File: config.mk
export PLATFORM = sky130hd
export DESIGN_NAME = quantized_conv_mac_requantize
export DESIGN_NICKNAME = d
export VERILOG_FILES = /design/src/hdl/qcmr_pkg.sv /design/src/hdl/quantized_conv_mac_requantize.sv /design/src/hdl/qcmr_regs.sv /design/src/hdl/qcmr_ctrl.sv /design/src/hdl/qcmr_dp.sv
export SDC_FILE = /design/constraint.sdc
export NUM_CORES = 2
export LEC_CHECK = 0
export ABC_AREA = 0
export BUFFER_PORTS_ARGS = -buffer_cell sky130_fd_sc_hd__buf_2
export CAP_MARGIN = 20
export CORE_MARGIN = 1
export CORE_UTILIZATION = 30
export CTS_CLUSTER_SIZE = 12
export DETAILED_ROUTE_END_ITERATION = 8
export PLACE_DENSITY = 0.42
export SYNTH_ARGS = -nofsm -noshare
export SYNTH_HDL_FRONTEND = slang
export SYNTH_SLANG_ARGS = --single-unit
File: constraint.sdc
create_clock -name clk -period 22.4 [get_ports clk]
set_clock_uncertainty 0.2 [all_clocks]
set_input_delay 2.24 -clock clk [delete_from_list [all_inputs] [get_ports clk]]
set_output_delay 2.24 -clock clk [all_outputs]
set_load 0.02 [all_outputs]
File: src/hdl/qcmr_pkg.sv
// ----------------------------------------------------------------------------
// qcmr_pkg
// Shared types and constants for the quantized convolution MAC/requantizer.
// ----------------------------------------------------------------------------
package qcmr_pkg;

  localparam int unsigned CfgAddrW = 5;
  localparam int unsigned CfgDataW = 32;
  localparam int unsigned AccW     = 32;
  localparam int unsigned ProdW    = 48;
  localparam int unsigned ScaleSh  = 16;

  // Register index, taken from paddr[4:2]
  typedef enum logic [2:0] {
    REG_INPUT_OFFSET  = 3'd0,
    REG_FILTER_OFFSET = 3'd1,
    REG_OUTPUT_OFFSET = 3'd2,
    REG_OUTPUT_MULT   = 3'd3,
    REG_OUTPUT_SHIFT  = 3'd4,
    REG_ACT_MIN       = 3'd5,
    REG_ACT_MAX       = 3'd6
  } reg_idx_t;

  typedef struct packed {
    logic [8:0]  input_offset;
    logic [8:0]  filter_offset;
    logic [8:0]  output_offset;
    logic [15:0] output_multiplier;
    logic [4:0]  output_shift;
    logic [7:0]  activation_min;
    logic [7:0]  activation_max;
  } cfg_t;

  typedef enum logic [1:0] {
    ST_ACC = 2'd0,
    ST_MUL = 2'd1,
    ST_SHF = 2'd2,
    ST_CLP = 2'd3
  } state_t;

  typedef struct packed {
    logic tap_acc;   // non-last tap transfer: accumulate
    logic tap_last;  // last tap transfer: add bias, capture sum, clear acc
    logic mul;       // scale by output multiplier
    logic shf;       // rounding right shift
    logic out_load;  // offset, clamp, load output register
  } dp_cmd_t;

endpackage

File: src/hdl/quantized_conv_mac_requantize.sv
// Throughput: one tap per cycle for taps not marked last; a last tap holds
//   the input through the scale, rounding shift and clamp steps on one
//   shared datapath.
// Output: after a last-tap transfer the clamp step loads the output register and
//   raises out_tvalid; it waits while the previous result is still held there.
// Reset (rst_n low, synchronous): accumulator and out_tvalid cleared, registers 0, activation_max 255.
// ----------------------------------------------------------------------------
// quantized_conv_mac_requantize
// uint8 quantized convolution tap MAC with requantization to one byte.
// ----------------------------------------------------------------------------
module quantized_conv_mac_requantize
  import qcmr_pkg::*;
(
  input  logic                clk,
  input  logic                rst_n,
  input  logic                in_tvalid,
  output logic                in_tready,
  input  logic [47:0]         in_tdata,   // in_value, filter_value, bias_value
  input  logic                in_tuser,   // tap_valid
  input  logic                in_tlast,   // last_tap
  output logic                out_tvalid,
  input  logic                out_tready,
  output logic [39:0]         out_tdata,  // out_value, raw_sum
  input  logic                cfg_psel,
  input  logic                cfg_penable,
  input  logic                cfg_pwrite,
  input  logic [CfgAddrW-1:0] cfg_paddr,
  input  logic [CfgDataW-1:0] cfg_pwdata,
  output logic [CfgDataW-1:0] cfg_prdata,
  output logic                cfg_pready
);

  cfg_t            cfg;
  dp_cmd_t         cmd;
  logic [7:0]      out_value;
  logic [AccW-1:0] raw_sum;

  qcmr_regs u_regs (
    .clk         (clk),
    .rst_n       (rst_n),
    .cfg_psel    (cfg_psel),
    .cfg_penable (cfg_penable),
    .cfg_pwrite  (cfg_pwrite),
    .cfg_paddr   (cfg_paddr),
    .cfg_pwdata  (cfg_pwdata),
    .cfg_prdata  (cfg_prdata),
    .cfg_pready  (cfg_pready),
    .cfg         (cfg)
  );

  qcmr_ctrl u_ctrl (
    .clk        (clk),
    .rst_n      (rst_n),
    .in_tvalid  (in_tvalid),
    .in_tlast   (in_tlast),
    .in_tready  (in_tready),
    .out_tready (out_tready),
    .out_tvalid (out_tvalid),
    .cmd        (cmd)
  );

  qcmr_dp u_dp (
    .clk          (clk),
    .rst_n        (rst_n),
    .cmd          (cmd),
    .cfg          (cfg),
    .in_value     (in_tdata[7:0]),
    .filter_value (in_tdata[15:8]),
    .tap_valid    (in_tuser),
    .bias_value   (in_tdata[47:16]),
    .out_value    (out_value),
    .raw_sum      (raw_sum)
  );

  assign out_tdata = {raw_sum, out_value};

endmodule

File: src/hdl/qcmr_regs.sv
// ----------------------------------------------------------------------------
// qcmr_regs
// APB-style configuration register file.
// ----------------------------------------------------------------------------
module qcmr_regs
  import qcmr_pkg::*;
(
  input  logic                clk,
  input  logic                rst_n,
  input  logic                cfg_psel,
  input  logic                cfg_penable,
  input  logic                cfg_pwrite,
  input  logic [CfgAddrW-1:0] cfg_paddr,
  input  logic [CfgDataW-1:0] cfg_pwdata,
  output logic [CfgDataW-1:0] cfg_prdata,
  output logic                cfg_pready,
  output cfg_t                cfg
);

  cfg_t     cfg_r;
  cfg_t     cfg_nxt;
  reg_idx_t idx;
  logic     wr_en;

  assign cfg_pready = 1'b1;
  assign idx        = reg_idx_t'(cfg_paddr[CfgAddrW-1:2]);
  assign wr_en      = cfg_psel & cfg_penable & cfg_pwrite & cfg_pready;
  assign cfg        = cfg_r;

  always_comb begin
    cfg_nxt = cfg_r;
    if (wr_en) begin
      case (idx)
        REG_INPUT_OFFSET:  cfg_nxt.input_offset      = cfg_pwdata[8:0];
        REG_FILTER_OFFSET: cfg_nxt.filter_offset     = cfg_pwdata[8:0];
        REG_OUTPUT_OFFSET: cfg_nxt.output_offset     = cfg_pwdata[8:0];
        REG_OUTPUT_MULT:   cfg_nxt.output_multiplier = cfg_pwdata[15:0];
        REG_OUTPUT_SHIFT:  cfg_nxt.output_shift      = cfg_pwdata[4:0];
        REG_ACT_MIN:       cfg_nxt.activation_min    = cfg_pwdata[7:0];
        REG_ACT_MAX:       cfg_nxt.activation_max    = cfg_pwdata[7:0];
        default:           cfg_nxt = cfg_r;
      endcase
    end
  end

  always_ff @(posedge clk) begin
    if (!rst_n) begin
      cfg_r <= '{activation_max: 8'hFF, default: '0};
    end else begin
      cfg_r <= cfg_nxt;
    end
  end

  always_comb begin
    case (idx)
      REG_INPUT_OFFSET:  cfg_prdata = {23'd0, cfg_r.input_offset};
      REG_FILTER_OFFSET: cfg_prdata = {23'd0, cfg_r.filter_offset};
      REG_OUTPUT_OFFSET: cfg_prdata = {23'd0, cfg_r.output_offset};
      REG_OUTPUT_MULT:   cfg_prdata = {16'd0, cfg_r.output_multiplier};
      REG_OUTPUT_SHIFT:  cfg_prdata = {27'd0, cfg_r.output_shift};
      REG_ACT_MIN:       cfg_prdata = {24'd0, cfg_r.activation_min};
      REG_ACT_MAX:       cfg_prdata = {24'd0, cfg_r.activation_max};
      default:           cfg_prdata = '0;
    endcase
  end

endmodule

File: src/hdl/qcmr_ctrl.sv
// ----------------------------------------------------------------------------
// qcmr_ctrl
// Sequencer: tap accumulation, then three requantization steps per output.
// ----------------------------------------------------------------------------
module qcmr_ctrl
  import qcmr_pkg::*;
(
  input  logic    clk,
  input  logic    rst_n,
  input  logic    in_tvalid,
  input  logic    in_tlast,
  output logic    in_tready,
  input  logic    out_tready,
  output logic    out_tvalid,
  output dp_cmd_t cmd
);

  state_t state_r;
  state_t state_nxt;
  logic   out_valid_r;
  logic   out_valid_nxt;
  logic   out_free;
  logic   in_xfer;

  assign out_free   = ~out_valid_r | out_tready;
  assign in_tready  = (state_r == ST_ACC);
  assign in_xfer    = in_tvalid & in_tready;
  assign out_tvalid = out_valid_r;

  always_comb begin
    state_nxt = state_r;
    case (state_r)
      ST_ACC: if (in_xfer && in_tlast) state_nxt = ST_MUL;
      ST_MUL: state_nxt = ST_SHF;
      ST_SHF: state_nxt = ST_CLP;
      ST_CLP: if (out_free) state_nxt = ST_ACC;
      default: state_nxt = ST_ACC;
    endcase
  end

  always_comb begin
    cmd = '0;
    case (state_r)
      ST_ACC: begin
        cmd.tap_acc  = in_xfer & ~in_tlast;
        cmd.tap_last = in_xfer & in_tlast;
      end
      ST_MUL: cmd.mul = 1'b1;
      ST_SHF: cmd.shf = 1'b1;
      ST_CLP: cmd.out_load = out_free;
      default: cmd = '0;
    endcase
  end

  always_comb begin
    out_valid_nxt = out_valid_r;
    if (cmd.out_load) begin
      out_valid_nxt = 1'b1;
    end else if (out_tready) begin
      out_valid_nxt = 1'b0;
    end
  end

  always_ff @(posedge clk) begin
    if (!rst_n) begin
      state_r     <= ST_ACC;
      out_valid_r <= 1'b0;
    end else begin
      state_r     <= state_nxt;
      out_valid_r <= out_valid_nxt;
    end
  end

endmodule

File: src/hdl/qcmr_dp.sv
// ----------------------------------------------------------------------------
// qcmr_dp
// Datapath: tap MAC, bias add, scale, rounding shift, offset and clamp.
// ----------------------------------------------------------------------------
module qcmr_dp
  import qcmr_pkg::*;
(
  input  logic            clk,
  input  logic            rst_n,
  input  dp_cmd_t         cmd,
  input  cfg_t            cfg,
  input  logic [7:0]      in_value,
  input  logic [7:0]      filter_value,
  input  logic            tap_valid,
  input  logic [AccW-1:0] bias_value,
  output logic [7:0]      out_value,
  output logic [AccW-1:0] raw_sum
);

  logic [AccW-1:0]        acc_r, acc_nxt;
  logic [AccW-1:0]        sum_r;
  logic [ProdW-1:0]       prod_r;
  logic [AccW-1:0]        shr_r;
  logic                   rnd_r;
  logic [7:0]             out_value_r;
  logic [AccW-1:0]        raw_sum_r;

  logic [9:0]             fil_s, inv_s;
  logic signed [19:0]     tap_prod;
  logic [AccW-1:0]        tap_term;
  logic [AccW-1:0]        acc_sum;
  logic signed [48:0]     scaled;
  logic [AccW-1:0]        xx;
  logic [AccW-1:0]        mask;
  logic [AccW-1:0]        thresh;
  logic [AccW-1:0]        shr;
  logic [AccW-1:0]        v;
  logic [7:0]             clamped;

  // 10-bit signed operands: byte plus 9-bit signed offset
  assign fil_s    = {2'b00, filter_value} + {cfg.filter_offset[8], cfg.filter_offset};
  assign inv_s    = {2'b00, in_value} + {cfg.input_offset[8], cfg.input_offset};
  assign tap_prod = $signed(fil_s) * $signed(inv_s);
  assign tap_term = tap_valid ? {{(AccW-20){tap_prod[19]}}, tap_prod} : '0;
  assign acc_sum  = acc_r + tap_term;

  always_comb begin
    acc_nxt = acc_r;
    if (cmd.tap_acc) begin
      acc_nxt = acc_sum;
    end else if (cmd.tap_last) begin
      acc_nxt = '0;
    end
  end

  always_ff @(posedge clk) begin
    if (!rst_n) begin
      acc_r <= '0;
    end else begin
      acc_r <= acc_nxt;
    end
  end

  // Scale: arithmetic shift of the product gives the floor
  assign scaled = $signed(sum_r) * $signed({1'b0, cfg.output_multiplier});
  assign xx     = prod_r[ProdW-1:ScaleSh];

  // Rounding shift: round up when remainder exceeds half, ties away from zero
  // for sums of either sign
  assign mask   = ~({AccW{1'b1}} << cfg.output_shift);
  assign thresh = (mask >> 1) + {{(AccW-1){1'b0}}, sum_r[AccW-1]};
  assign shr    = $unsigned($signed(xx) >>> cfg.output_shift);

  assign v = shr_r + {{(AccW-1){1'b0}}, rnd_r}
           + {{(AccW-9){cfg.output_offset[8]}}, cfg.output_offset};

  always_comb begin
    if ($signed(v) < $signed({24'd0, cfg.activation_min})) begin
      clamped = cfg.activation_min;
    end else if ($signed(v) > $signed({24'd0, cfg.activation_max})) begin
      clamped = cfg.activation_max;
    end else begin
      clamped = v[7:0];
    end
  end

  always_ff @(posedge clk) begin
    if (cmd.tap_last) begin
      sum_r <= acc_sum + bias_value;
    end
    if (cmd.mul) begin
      prod_r <= scaled[ProdW-1:0];
    end
    if (cmd.shf) begin
      shr_r <= shr;
      rnd_r <= (xx & mask) > thresh;
    end
    if (cmd.out_load) begin
      out_value_r <= clamped;
      raw_sum_r   <= sum_r;
    end
  end

  assign out_value = out_value_r;
  assign raw_sum   = raw_sum_r;

endmodule

# Word-level counts from Yosys, hierarchy flattened
# Cells that the tools add are included.
# op_classes
n_reduce_logical	13
mul	2
n_shift	2
bitwise	10
n_eq_ne	11
n_addsub	7
order_cmp	3
n_mux	15
# ops
cell	n
$pmux W16 S7	1
$add A32 B32 Y32	3
$mux W32	3
$mul A32 B17 Y48	1
$add A31 B1 Y32	1
$add A32 B1 Y32	1
$and A32 B32 Y32	1
$gt A32 B32 Y1	1
$gt A32 B9 Y1	1
$lt A32 B9 Y1	1
$not A32 Y32	1
$shl A32 B5 Y32 const A	1
$sshr A32 B5 Y32	1
$add A9 B9 Y10	2
$mul A10 B10 Y20	1
$mux W8	2
$reduce_and A2 Y1	8
$eq A3 B3 Y1 const B	3
$pmux W2 S4	1
$eq A3 B2 Y1 const B	2
$mux W2	3
$and A1 B1 Y1	5
$mux W1	5
$eq A2 B2 Y1 const B	2
10 further kinds	12
# word_totals
output_inout_bits	75
inputBits	94
reg_bits	252
wordCells	79

# Logic depth before layout (Yosys ltp)
# depth
ltp_word	6
depth_mapped	49

# Hierarchy
# Synthesis repeated with hierarchy kept, for this count alone.
# hier_totals
cells_unflattened	4250
area_unflattened_um2	38424.4
# by_module_without_submodules
mod	n_inst	cells_each	area_per_inst_um2
qcmr_dp	1	3896	35093.7
qcmr_regs	1	330	3114.2
qcmr_ctrl	1	24	216.5

# Worst setup path after synthesis
# No wires, ideal clock.
# synth_timing
path_kind	input to register
start	input port in_tdata[8]
end	register u_dp.sum_r[30], data pin
setup_ps	268
path_slack_ps	10411
arrival_ps	11521
t_required_ps	21932
stages	42
path_cell_list	ha_1 -> inv_1 -> fa_1 -> inv_1 -> a21oi_1 -> o21bai_1 -> a21oi_1 -> o21bai_1 -> a21o_1 -> a21oi_1 -> xnor2_1 -> nand2b_1 -> fa_1 -> inv_1 -> fa_1 -> fa_1 -> fa_1 -> inv_1 -> [... 6 more ...] -> o21ai_0 -> a2111o_1 -> nand4_1 -> ha_1 -> or3_1 -> o21ai_0 -> a21oi_1 -> a311oi_1 -> a21bo_2 -> a2111o_1 -> a22oi_1 -> ha_1 -> and3_1 -> a21oi_1 -> o21ai_0 -> or4_1 -> o311ai_0 -> xnor2_1
# synth_between
elab_chain_len	5
# synth_rtl
item	line_no	text
start, declared	quantized_conv_mac_requantize.sv:18	input logic [47:0] in_tdata,
$add A9 B9 Y10	qcmr_dp.sv:41	assign fil_s = {2'b00, filter_value} + {cfg.filter_offset[8], cfg.filter_offset};
$mul A10 B10 Y20	qcmr_dp.sv:43	assign tap_prod = $signed(fil_s) * $signed(inv_s);
$mux W32	qcmr_dp.sv:44	assign tap_term = tap_valid ? {{(AccW-20){tap_prod[19]}}, tap_prod} : '0;
$add A32 B32 Y32	qcmr_dp.sv:45	assign acc_sum = acc_r + tap_term;
$add A32 B32 Y32	qcmr_dp.sv:89	sum_r <= acc_sum + bias_value;
end signal, assigned	qcmr_dp.sv:89	
end, declared	qcmr_dp.sv:21	logic [AccW-1:0] sum_r;
# No other way between the ends.
# A chain may end at the register's enable or synchronous reset.

# Final worst setup path
# layout_timing
start	input port in_tdata[0]
end	register u_dp.sum_r[30], data pin
# layout_between
elab_chain_len	5
# layout_rtl
item	line_no	text
$add A9 B9 Y10	qcmr_dp.sv:42	assign inv_s = {2'b00, in_value} + {cfg.input_offset[8], cfg.input_offset};
$mul A10 B10 Y20	qcmr_dp.sv:43	
$mux W32	qcmr_dp.sv:44	
$add A32 B32 Y32	qcmr_dp.sv:45	
$add A32 B32 Y32	qcmr_dp.sv:89	
# No other way between the ends.

==> impl_metrics.toml <==
[placed_design]
gp_congestion = 0.853
place_hpwl_um = 90100
place_ws_ns = 8.73
place_area_um2 = 40600
numPortBuffers = 133

[cts]
clk_pin_slew_ns = 0.06
post_cts_buffers = 0
root_buffer = "clkbuf_16"
cts_buffer_depth = 3
cts_inserted_buffers = 34
cts.repair.resized = 0
cts_tree = "done"
htreeDepth = 2
insertion_delay_ns = 0.60
cts_num_sinks = 236
ctsHoldBuffers = 0

[routing]
ant_nets = 0
wire_per_inst_um = 19.4
drt_iter0_markers = 1378
via_per_inst = 4.81
post-route-drc-count = 0
routed_wl_um = 116000
drtPass1Iterations = 5
via_count = 28600

[global_routing]
overflow = 0
grt_max_degree = 53
grt_pass1_wl_um = 182000
grt_pass1_vias = 29900
antenna_found_initial = 2
grt_usage_pct = 18.5

[sta]
fin_crit_sh_pct = 57.8
fin_ws_ns = 9.45
fmax_ghz = 0.0772
finalHoldViolCount = 0
setup_tns_ns = 0
rsz0062_at_grt = "false"
setup_viol_count_final = 0
period_needed_ns = 12.95
slew_violations = 0
worst_slew_pin_slew_ns = 1.12
relSlewSlack_pct = 24.6

[setup_path]
worstPathMaxFanout = 10
criticalPathCategory = "input port to register"
end_kind = "register"
cp_num_buf_inv = 6
cpLargestDelayFamily = "compound AO/OA/AOI/OAI gates"
crit_slowest_cell = "xor2_1"
max_stage_delay_ns = 0.60
cp-start-kind = "input port"
required_ns = 22.52
arrival_ns = 13.07
path_common_cell = "fa_1"

[cells_and_area]
final_core_util_pct = 33.1
synthToLayoutAreaGrowth_pct = 9.38
drive_gt1_share_pct = 7.51
final_area_um2 = 41700
nets = 5272

[pwr]
ir_drop_v = 0.0000471
leakage_nw = 18.7
powerDensity_nw_per_um2 = 52.3
power.total_w = 0.00218

[floorplan]
dieArea_um2 = 128000
std_cell_rows = 130
fp.dieH_um = 358
start_util_pct = 30.3
die_w_um = 358
coreArea_um2 = 126000
pin_count = 169

[yosys]
ys_ff_latch = 236
syn_area_per_cell_um2 = 9.01
ys_seq_area_share_pct = 16.0
synth_edf_count = 137
ys_async_sr_fraction_pct = 0
synthCells = 4224
ys.flop_type = "edfxtp_1"
yosysWarnings = 0
synth_area_um2 = 38100
netlist-cell-type-count = 84

[status]
outcome = "finished clean"

[min_path]
hp-class = "register to register"

[run]
max_cap_violations = 0
## worst reg2reg max path: cells and delay by family, from the launching register on
family          cells  cell delay, ns
flops               1            0.36
simple gates        4            0.95
compound gates     21            4.37
buf+inv             5            0.27
fa+ha+maj          10            4.00
xor+xnor            4            1.14
## Yosys cell counts (all sizes together) (24+ instances only)
master	n	area, um^2
inv	714	2680
o21ai	104	521
xor2	44	385
a22oi	34	255
fa	580	11600
nor2b	83	519
buf	28	169
nand2	536	2010
a21o	51	383
dfxtp	99	1980
nand3	33	165
nand4	29	181
and2	236	1480
o211ai	24	180
edfxtp	137	4110
a21oi	184	921
and3	32	200
nand2b	39	244
nor3	36	180
clkbuf	166	623
ha	321	4020
o21a	43	323
nor2	227	855
mux2i	81	811
xnor2	100	876
## power by group
group / switching [W] / internal, W / leakage, nW / total, W
Sequential: 0.0000700 / 0.000555 / 2.06 / 0.000625
Combinational: 0.000641 / 0.000373 / 16.1 / 0.00101
Clock: 0.000232 / 0.000307 / 0.528 / 0.000539
## placed cells by master, fill, tap and decap left out, types with 36 or more instances in the layout
master,instances
xnor2_1,100
o21a_1,43
nor2b_1,82
a21oi_1,184
mux2i_1,81
nand2_1,536
o21ai_0,102
edfxtp_1,137
buf_2,133
fa_1,580
dfxtp_1,95
ha_1,320
inv_1,713
nor2_1,225
nor3_1,36
nand2b_1,39
and2_1,236
buf_4,63
a21o_1,51
xor2_1,44
## metrics by stage
stage | cells | hold slack [ns]
2_1_floorplan | 4239 | 0.267
3_3_place_gp | 5889 | 0.242
3_5_place_dp | 5890 | 0.247
4_1_cts | 5952 | 0.254
5_1_grt | 5953 | 0.274
6_report | 5956 | 0.254
## cells by family (layout without fill, tap and decap cells)
logic type	count (synthesis)	in the layout	synth area share [%]
fa+ha+maj	901	901	41.0
xor+xnor	144	144	3.31
flops	236	236	16.0
buf+inv	912	976	9.16
other cells	2	20	0.0197
simple gates	1306	1306	16.4
compound gates	603	603	10.3
mux	120	120	3.76
## metal layers
layer	vias to the layer above	share of wire [%]	global-route usage, %
met5	-	0.0095	0
met4	2	1.7	3.58
met3	86	2.9	1.71
met2	408	49	32.1
met1	14500	46	25.0
li1	13700	-	-
## state kept, by name, summed over array words and instances (netlist names)
register and cells:
u_ctrl.out_tvalid 1, u_ctrl.state_r 2, u_dp.acc_r 32, u_dp.out_value 8, u_dp.prod_r 32, u_dp.raw_sum 32
u_dp.rnd_r 1, u_dp.shr_r 32, u_dp.sum_r 32, u_regs.cfg 64
## path summary, 6_finish.rpt
kind,from,end,slack (ns),cells after the start
max,in_tdata[0],u_dp.sum_r[30],9.45,45
min,u_regs.cfg[24],u_regs.cfg[24],0.25,2
max reg2reg,u_regs.cfg[55],u_dp.sum_r[30],10.87,44
min reg2reg,u_regs.cfg[24],u_regs.cfg[24],0.25,2
## area by class of cell
| cell class | count | area, um^2 |
|---|---|---|
| Fill cell | 13300 | 84100 |
| Sequential cell | 236 | 6100 |
| Tap cell | 1650 | 2060 |
| Timing Repair Buffer | 196 | 1140 |
| Inverter | 718 | 2700 |
| Clock buffer | 42 | 921 |
| Multi-Input combinational cell | 3091 | 28600 |
| Clock inverter | 20 | 159 |
| Antenna cell | 3 | 7.51 |
Note: power is estimated with default switching activity, not from simulation.
